**config.mk**
```make
export PLATFORM = sky130hd
export DESIGN_NAME = tcw_ctrl
export DESIGN_NICKNAME = d
export VERILOG_FILES = /design/src/sv/tcw_pkg.sv /design/src/sv/tcw_ctrl.sv
export SDC_FILE = /design/constraint.sdc
export NUM_CORES = 1
export LEC_CHECK = 0
export BUFFER_PORTS_ARGS = -buffer_cell sky130_fd_sc_hd__buf_2
export CAP_MARGIN = 20
export CORE_AREA = 2 2 39 41
export CTS_BUF_LIST = sky130_fd_sc_hd__clkbuf_4 sky130_fd_sc_hd__clkbuf_8 sky130_fd_sc_hd__clkbuf_16
export DETAILED_ROUTE_END_ITERATION = 10
export DIE_AREA = 0 0 41 43
export GPL_TIMING_DRIVEN = 0
export PLACE_DENSITY_LB_ADDON = 0.25
export SLEW_MARGIN = 20
export SYNTH_ARGS = -nofsm -noshare
export SYNTH_HDL_FRONTEND = slang
export SYNTH_SLANG_ARGS = --single-unit
```
**constraint.sdc**
```tcl
create_clock -name clk -period 2 [get_ports clk]
set_clock_uncertainty 0.2 [all_clocks]
set_input_delay 0.1 -clock clk [delete_from_list [all_inputs] [get_ports clk]]
set_output_delay 0.1 -clock clk [all_outputs]
set_load 0.05 [all_outputs]
```
**src/sv/tcw_pkg.sv**
```systemverilog
// ----------------------------------------------------------------------------
// Text console writer package
// Screen geometry, derived widths, character codes and the command and
// status bundles exchanged between the controller and the datapath.
// ----------------------------------------------------------------------------
`default_nettype none

package tcw_pkg;

  // Screen geometry.
  localparam int COLUMNS   = 80;
  localparam int ROWS      = 25;
  localparam int TAB_WIDTH = 4;
  localparam int CELLS     = COLUMNS * ROWS;

  // Derived widths.
  localparam int COL_W     = $clog2(COLUMNS);
  localparam int ROW_W     = $clog2(ROWS);
  localparam int ADDR_W    = $clog2(CELLS);
  localparam int COL_SUM_W = $clog2(COLUMNS + TAB_WIDTH);

  // Item function codes.
  localparam logic FUNC_PUT  = 1'b0;
  localparam logic FUNC_READ = 1'b1;

  // Character codes.
  localparam logic [7:0] CH_BACKSPACE = 8'h08;
  localparam logic [7:0] CH_TAB       = 8'h09;
  localparam logic [7:0] CH_NEWLINE   = 8'h0A;
  localparam logic [7:0] CH_RETURN    = 8'h0D;
  localparam logic [7:0] CH_SPACE     = 8'h20;

  // Attribute after reset.
  localparam logic [7:0] ATTR_RESET = 8'h07;

  // Register word index of the attribute register.
  localparam logic [0:0] REG_ATTRIBUTE = 1'b0;

  // Commands from the controller to the datapath.
  typedef struct packed {
    logic accept;      // latch the input item and read its cell
    logic exec;        // apply the item to the cursor and screen
    logic out_load;    // load the output register
    logic clear_step;  // write one cell of the reset clearing pass
    logic blank_step;  // write one cell of the scrolled-in row
  } dp_cmd_t;

  // Status from the datapath to the controller.
  typedef struct packed {
    logic scroll;       // the executing item scrolls the screen
    logic sweep_row_end;  // sweep sits on the last column of its row
    logic sweep_all_end;  // sweep sits on the last cell of the screen
    logic out_free;     // output register can take a result this cycle
  } dp_status_t;

endpackage

`default_nettype wire

```
**src/sv/tcw_ctrl.sv**
```systemverilog
// ----------------------------------------------------------------------------
// Text console writer controller
// Sequences the reset clearing pass, item execution, the row blanking
// after a scroll and the hand-off of each result to the output register.
// ----------------------------------------------------------------------------
`default_nettype none

module tcw_ctrl (
  input  wire logic                clk,
  input  wire logic                rst,
  input  wire logic                req_valid,
  output logic                     req_ready,
  input  wire tcw_pkg::dp_status_t status,
  output tcw_pkg::dp_cmd_t         cmd
);

  typedef enum logic [4:0] {
    ST_CLEAR  = 5'b00001,
    ST_IDLE   = 5'b00010,
    ST_EXEC   = 5'b00100,
    ST_BLANK  = 5'b01000,
    ST_RESULT = 5'b10000
  } state_t;

  state_t state;
  state_t state_next;
  logic   done;       // result of the current item already loaded
  logic   done_next;

  // State and flag registers.
  always_ff @(posedge clk) begin
    if (rst) begin
      state <= ST_CLEAR;
      done  <= 1'b0;
    end else begin
      state <= state_next;
      done  <= done_next;
    end
  end

  // Next state and command decode.
  always_comb begin
    state_next = state;
    done_next  = done;
    cmd        = '0;
    req_ready  = 1'b0;
    unique case (state)
      ST_CLEAR: begin
        cmd.clear_step = 1'b1;
        if (status.sweep_all_end) begin
          state_next = ST_IDLE;
        end
      end
      ST_IDLE: begin
        req_ready = 1'b1;
        done_next = 1'b0;
        if (req_valid) begin
          cmd.accept = 1'b1;
          state_next = ST_EXEC;
        end
      end
      ST_EXEC: begin
        cmd.exec     = 1'b1;
        cmd.out_load = status.out_free;
        done_next    = status.out_free;
        if (status.scroll) begin
          state_next = ST_BLANK;
        end else if (status.out_free) begin
          state_next = ST_IDLE;
        end else begin
          state_next = ST_RESULT;
        end
      end
      ST_BLANK: begin
        cmd.blank_step = 1'b1;
        // The result may leave while the new bottom row is blanked.
        if (!done && status.out_free) begin
          cmd.out_load = 1'b1;
          done_next    = 1'b1;
        end
        if (status.sweep_row_end) begin
          if (done || status.out_free) begin
            state_next = ST_IDLE;
          end else begin
            state_next = ST_RESULT;
          end
        end
      end
      ST_RESULT: begin
        if (status.out_free) begin
          cmd.out_load = 1'b1;
          state_next   = ST_IDLE;
        end
      end
      default: begin
        state_next = ST_CLEAR;
      end
    endcase
  end

endmodule

`default_nettype wire

```
==> Word level (Yosys, flattened, before mapping) <==
Cells that the tools add are included.
{ "classes": {"n_lt_le_gt_ge": 0, "n_bitwise": 0, "addsub": 0, "n_div": 0, "n_reduce_logical": 6, "multipliers": 0, "muxes": 19, "n_shift": 0, "n_eq_ne": 10} }
{ "op_table": {"columns": ["operator", "count"], "rows": [
  ["two-way mux 5 bit", 7],
  ["case mux 5 bit (5 select lines)", 1],
  ["inequality test 2 bit, second input constant", 5],
  ["two-way mux 1 bit", 9],
  ["case mux 1 bit (3 select lines)", 2],
  ["equality test 5 x 1 -> 1 bit, second input constant", 1],
  ["equality test 5 x 2 -> 1 bit, second input constant", 1],
  ["equality test 5 x 3 -> 1 bit, second input constant", 1],
  ["equality test 5 x 4 -> 1 bit, second input constant", 1],
  ["equality test 5 bit, second input constant", 1],
  ["AND reduction 4 bit", 1],
  ["nonzero test 3 bit", 1],
  ["AND reduction 2 bit", 1],
  ["logical AND 1 bit", 1],
  ["zero test 1 bit", 1],
  ["logical OR 1 bit", 1]
]} }
{ "totals": {"rom_bits": 0, "inputBits": 7, "register_bits": 6, "mem_count": 0, "output_inout_bits": 6, "latch_bits": 0, "ramBits": 0, "word_cells": 37} }

==> Longest topological paths before layout <==
{ "depth": {"word_depth": 4, "mapped_depth": 7, "depth_no_buf": 6} }

==> Least setup slack after synthesis <==
No wires, ideal clock.
{ "synth_timing": {"kind": "flip-flop to flip-flop", "from": "register state[2]", "to": "register state[1]", "path_stages_with_launch": 6, "path_buffers": 0, "setup_ns": 0.079, "path_slack_ns": -0.467, "required_ns": 1.721, "arrival_ns": 2.187, "period_less_slack_ns": 2.467, "path_cell_list": "dfxtp_1 > or2_4 > nor3_1 > a211o_1 > nand2b_1 > a211oi_2"} }
{ "synth_via": {"elab_chain_cells": 3, "word_cells_on_any_way": 11, "cone_classes": "9 x eq/ne; 1 x mux; 1 x reduce/logical"} }
{ "synth_lines": {"columns": ["item", "line_no", "rtl"], "rows": [
  ["start: declaration", "tcw_ctrl.sv:25", "state_t state;"],
  ["start signal: assignment", "tcw_ctrl.sv:36", "state <= state_next;"],
  ["equality test 5 x 4 -> 1 bit, or another cell as far along", "tcw_ctrl.sv:47", "unique case (state)"],
  ["inequality test 2 bit (no line)", null, null],
  ["AND reduction 4 bit (no line)", null, null]
]} }
Parallel ways exist; a longest one is shown, timed or not.
A chain may end at the register's enable or synchronous reset.

==> Worst setup path after layout <==
{ "layout_timing": {"from": "register state[2]", "to": "register state[4]"} }
The elaborated chain is that of the path after synthesis.

==> summary.md <==
| Metric | Value |
|---|---|
| Status | `complete, no violations` |
| Nets | `86` |
| Crit path capture type | `register` |
| Syn nets | `64` |
| CTS tree | `done` |
| Worst vdd ir | `0.439 mV` |
| Pre-CTS setup slack | `152 ps` |
| Fin crit period | `1860 ps` |
| Final hold vios | `0` |
| Area growth syn-to-layout | `38.5%` |
| Ys flop type | `dfxtp_1` |
| Port bufs | `12` |
| Worst-path clk slew | `40 ps` |
| Largest net degree at the start of global routing | `11` |
| Routed Wire Length | `991 um` |
| Initial DRC count | `8` |
| Finished Core Util | `0.426` |
| CP startpoint kind | `register` |
| Share of cells above drive strength 1 | `0.299` |
| NetSw | `0.260 mW` |
| Mapped Cells | `57` |
| Setup TNS | `0 ps` |
| GRT Total Usage | `0.149` |
| Register bit total from synthesis | `6` |
| Initial Util | `0.307` |
| R2R Setup Slk | `140 ps` |
| First-pass GRT wire length | `1740 um` |
| Number of global-route vias before repair | `434` |
| Root buf cell | `clkbuf_4` |
| First-pass DRT Iterations | `4` |
| Number of buffers created by CTS | `3` |
| Clk sinks | `6` |
| Sequential fraction of the synthesis area | `0.282` |
| Warning count from the yosys run | `0` |
| Most frequent cells after synthesis | `9 x nor2_1, 6 x a21oi_1, 6 x dfxtp_1, 4 x nand3_1` |
| Row count | `14` |
| Count leader, synth | `nor2_1` |
| Final period utilization | `0.929` |
| Class of the worst hold path | `in -> reg` |
| Max Freq | `538 MHz` |
| Syn_area_per_cell | `7.46 sq um` |
| Post-CTS setup repair buffer count | `0` |
| Synth Cell Area | `425 sq um` |
| WS Path Type | `reg -> reg` |
| WL per Instance | `10.7 um` |
| Antenna violations before repair | `0` |
| Setup WS post-layout | `142 ps` |
| Vias per cell | `5.02` |
| Asr flop ratio synth | `0` |
| Cell internal pwr | `0.346 mW` |
| Max-Cap Viols | `0` |
| Area contributors post-synth | `dfxtp_1 28%, nor2_1 7.9%, a21oi_1 7.1%` |
| Worst-path fanout max | `6` |
| Largest area contributor in the netlist | `dfxtp_1` |
| Final Setup Violations | `0` |
| Top-area cell type share of the netlist area | `0.282` |
| EDFF count, synth | `0` |
| Drt drc | `0` |
| Final GP Congestion | `0.733` |
| Deepest clock path buffer count | `2` |
| Worst-Margin Slew | `248 ps` |
| WP data arrival | `1770 ps` |
| Die H | `43 um` |
| Inserted Diodes | `0` |
| Ports | `13` |
| Die area | `0.00176 sq mm` |
| Total power | `0.606 mW` |
| Switching Share | `0.429` |
| CP required | `1920 ps` |
| Core area | `0.00138 sq mm` |
| Vias | `467` |
| Final Max Tran Viols | `0` |
| Seq pwr share | `0.260` |
| Cell leakage power | `0.271 nW` |
| Skew-Pair Late Insertion Delay | `230 ps` |
| RSZ-0062 raised after global routing | `no` |
| Total global routing overflow | `0` |
| Final ANT Viol Nets | `0` |
| Power Density | `1030 mW/mm^2` |
| DP HPWL | `794 um` |
| Clock Power Share | `0.170` |
| Cell variety after synth | `26` |
| Die W | `41 um` |
| Worst slew margin | `0.834` |
| H-tree levels | `1` |
| Gate power share | `0.570` |
[layout by cell type, fill, tap and decap left out, types with 2 or more instances in the layout]
master	Yosys	final
nand2_1	3	3
buf_2	1	13
nand3b_1	2	2
nand2b_1	2	2
nand3_1	4	4
a21oi_1	6	6
dlygate4sd3_1	0	5
clkbuf_4	0	3
nor2_1	9	9
dfxtp_1	6	6
inv_1	3	3
o22ai_1	3	3
nor3_1	3	2
[metrics by stage]
| stage | cell area [sq um] | hold WS [ps] | cells |
|---|---|---|---|
| after global placement | 517 | 159 | 85 |
| after CTS | 589 | 24.3 | 93 |
| after floorplan | 437 | -35.4 | 57 |
| final | 589 | 34.2 | 93 |
| after global routing | 589 | 55.1 | 93 |
| after detailed placement | 517 | 172 | 85 |
[path summary, 6_finish.rpt]
kind / to / from / cells past startpoint
setup / recovery: state[4] / state[2] / 5
setup reg to reg: state[4] / state[2] / 5
hold reg to reg: done / done / 2
hold / removal: state[3] / status[2] / 4
[routing by layer]
layer  up-vias  GRT usage  part of all wire
met4         0      0.120             0.010
li1        247          -                 -
met1       206      0.184              0.47
met3         2     0.0157             0.039
met5         -          0                 0
met2        12      0.219              0.48
[power groups by stage]
| stage | clock network [mW] | registers [mW] | logic (mW) |
|---|---|---|---|
| after floorplan | 0 | 0.154 | 0.280 |
| after global placement | 0 | 0.159 | 0.341 |
| after detailed placement | 0 | 0.159 | 0.340 |
| after CTS | 0.111 | 0.157 | 0.349 |
| after global routing | 0.117 | 0.162 | 0.380 |
| final | 0.103 | 0.157 | 0.345 |
[critical path, stage by stage (launching register included)]
cell	delay (ps)
dfxtp_1	350
or2_4	300
or4_4	500
o311ai_2	100
nand2b_1	190
o22ai_1	90
[cells by family after synthesis]
group,Yosys count,synth area share
buffers and inverters,6,0.0647
and+or+nand+nor,28,0.353
AOI/OAI and AO/OA,15,0.256
xor gates and xnor gates,1,0.0206
muxes,1,0.0235
DFF,6,0.282
[area by class of cell]
| class | instances | area [sq um] |
|---|---|---|
| fill | 151 | 795 |
| multi-input combinational | 45 | 289 |
| sequential | 6 | 120 |
| timing repair buffer | 17 | 110 |
| clock buffer | 3 | 22.5 |
| tap | 16 | 20.0 |
| inverter | 4 | 15.0 |
| buffer | 2 | 12.5 |
[registers in the layout (all words and copies together), names as in the netlist]
signal  flops
state       5
done        1
[repair_timing]
action                                 4_1_cts  5_1_grt
hold buffers                                 5        0
endpoints found under the hold margin        6        0
resized for setup                            0        0
(Power assumes the default switching activity.)
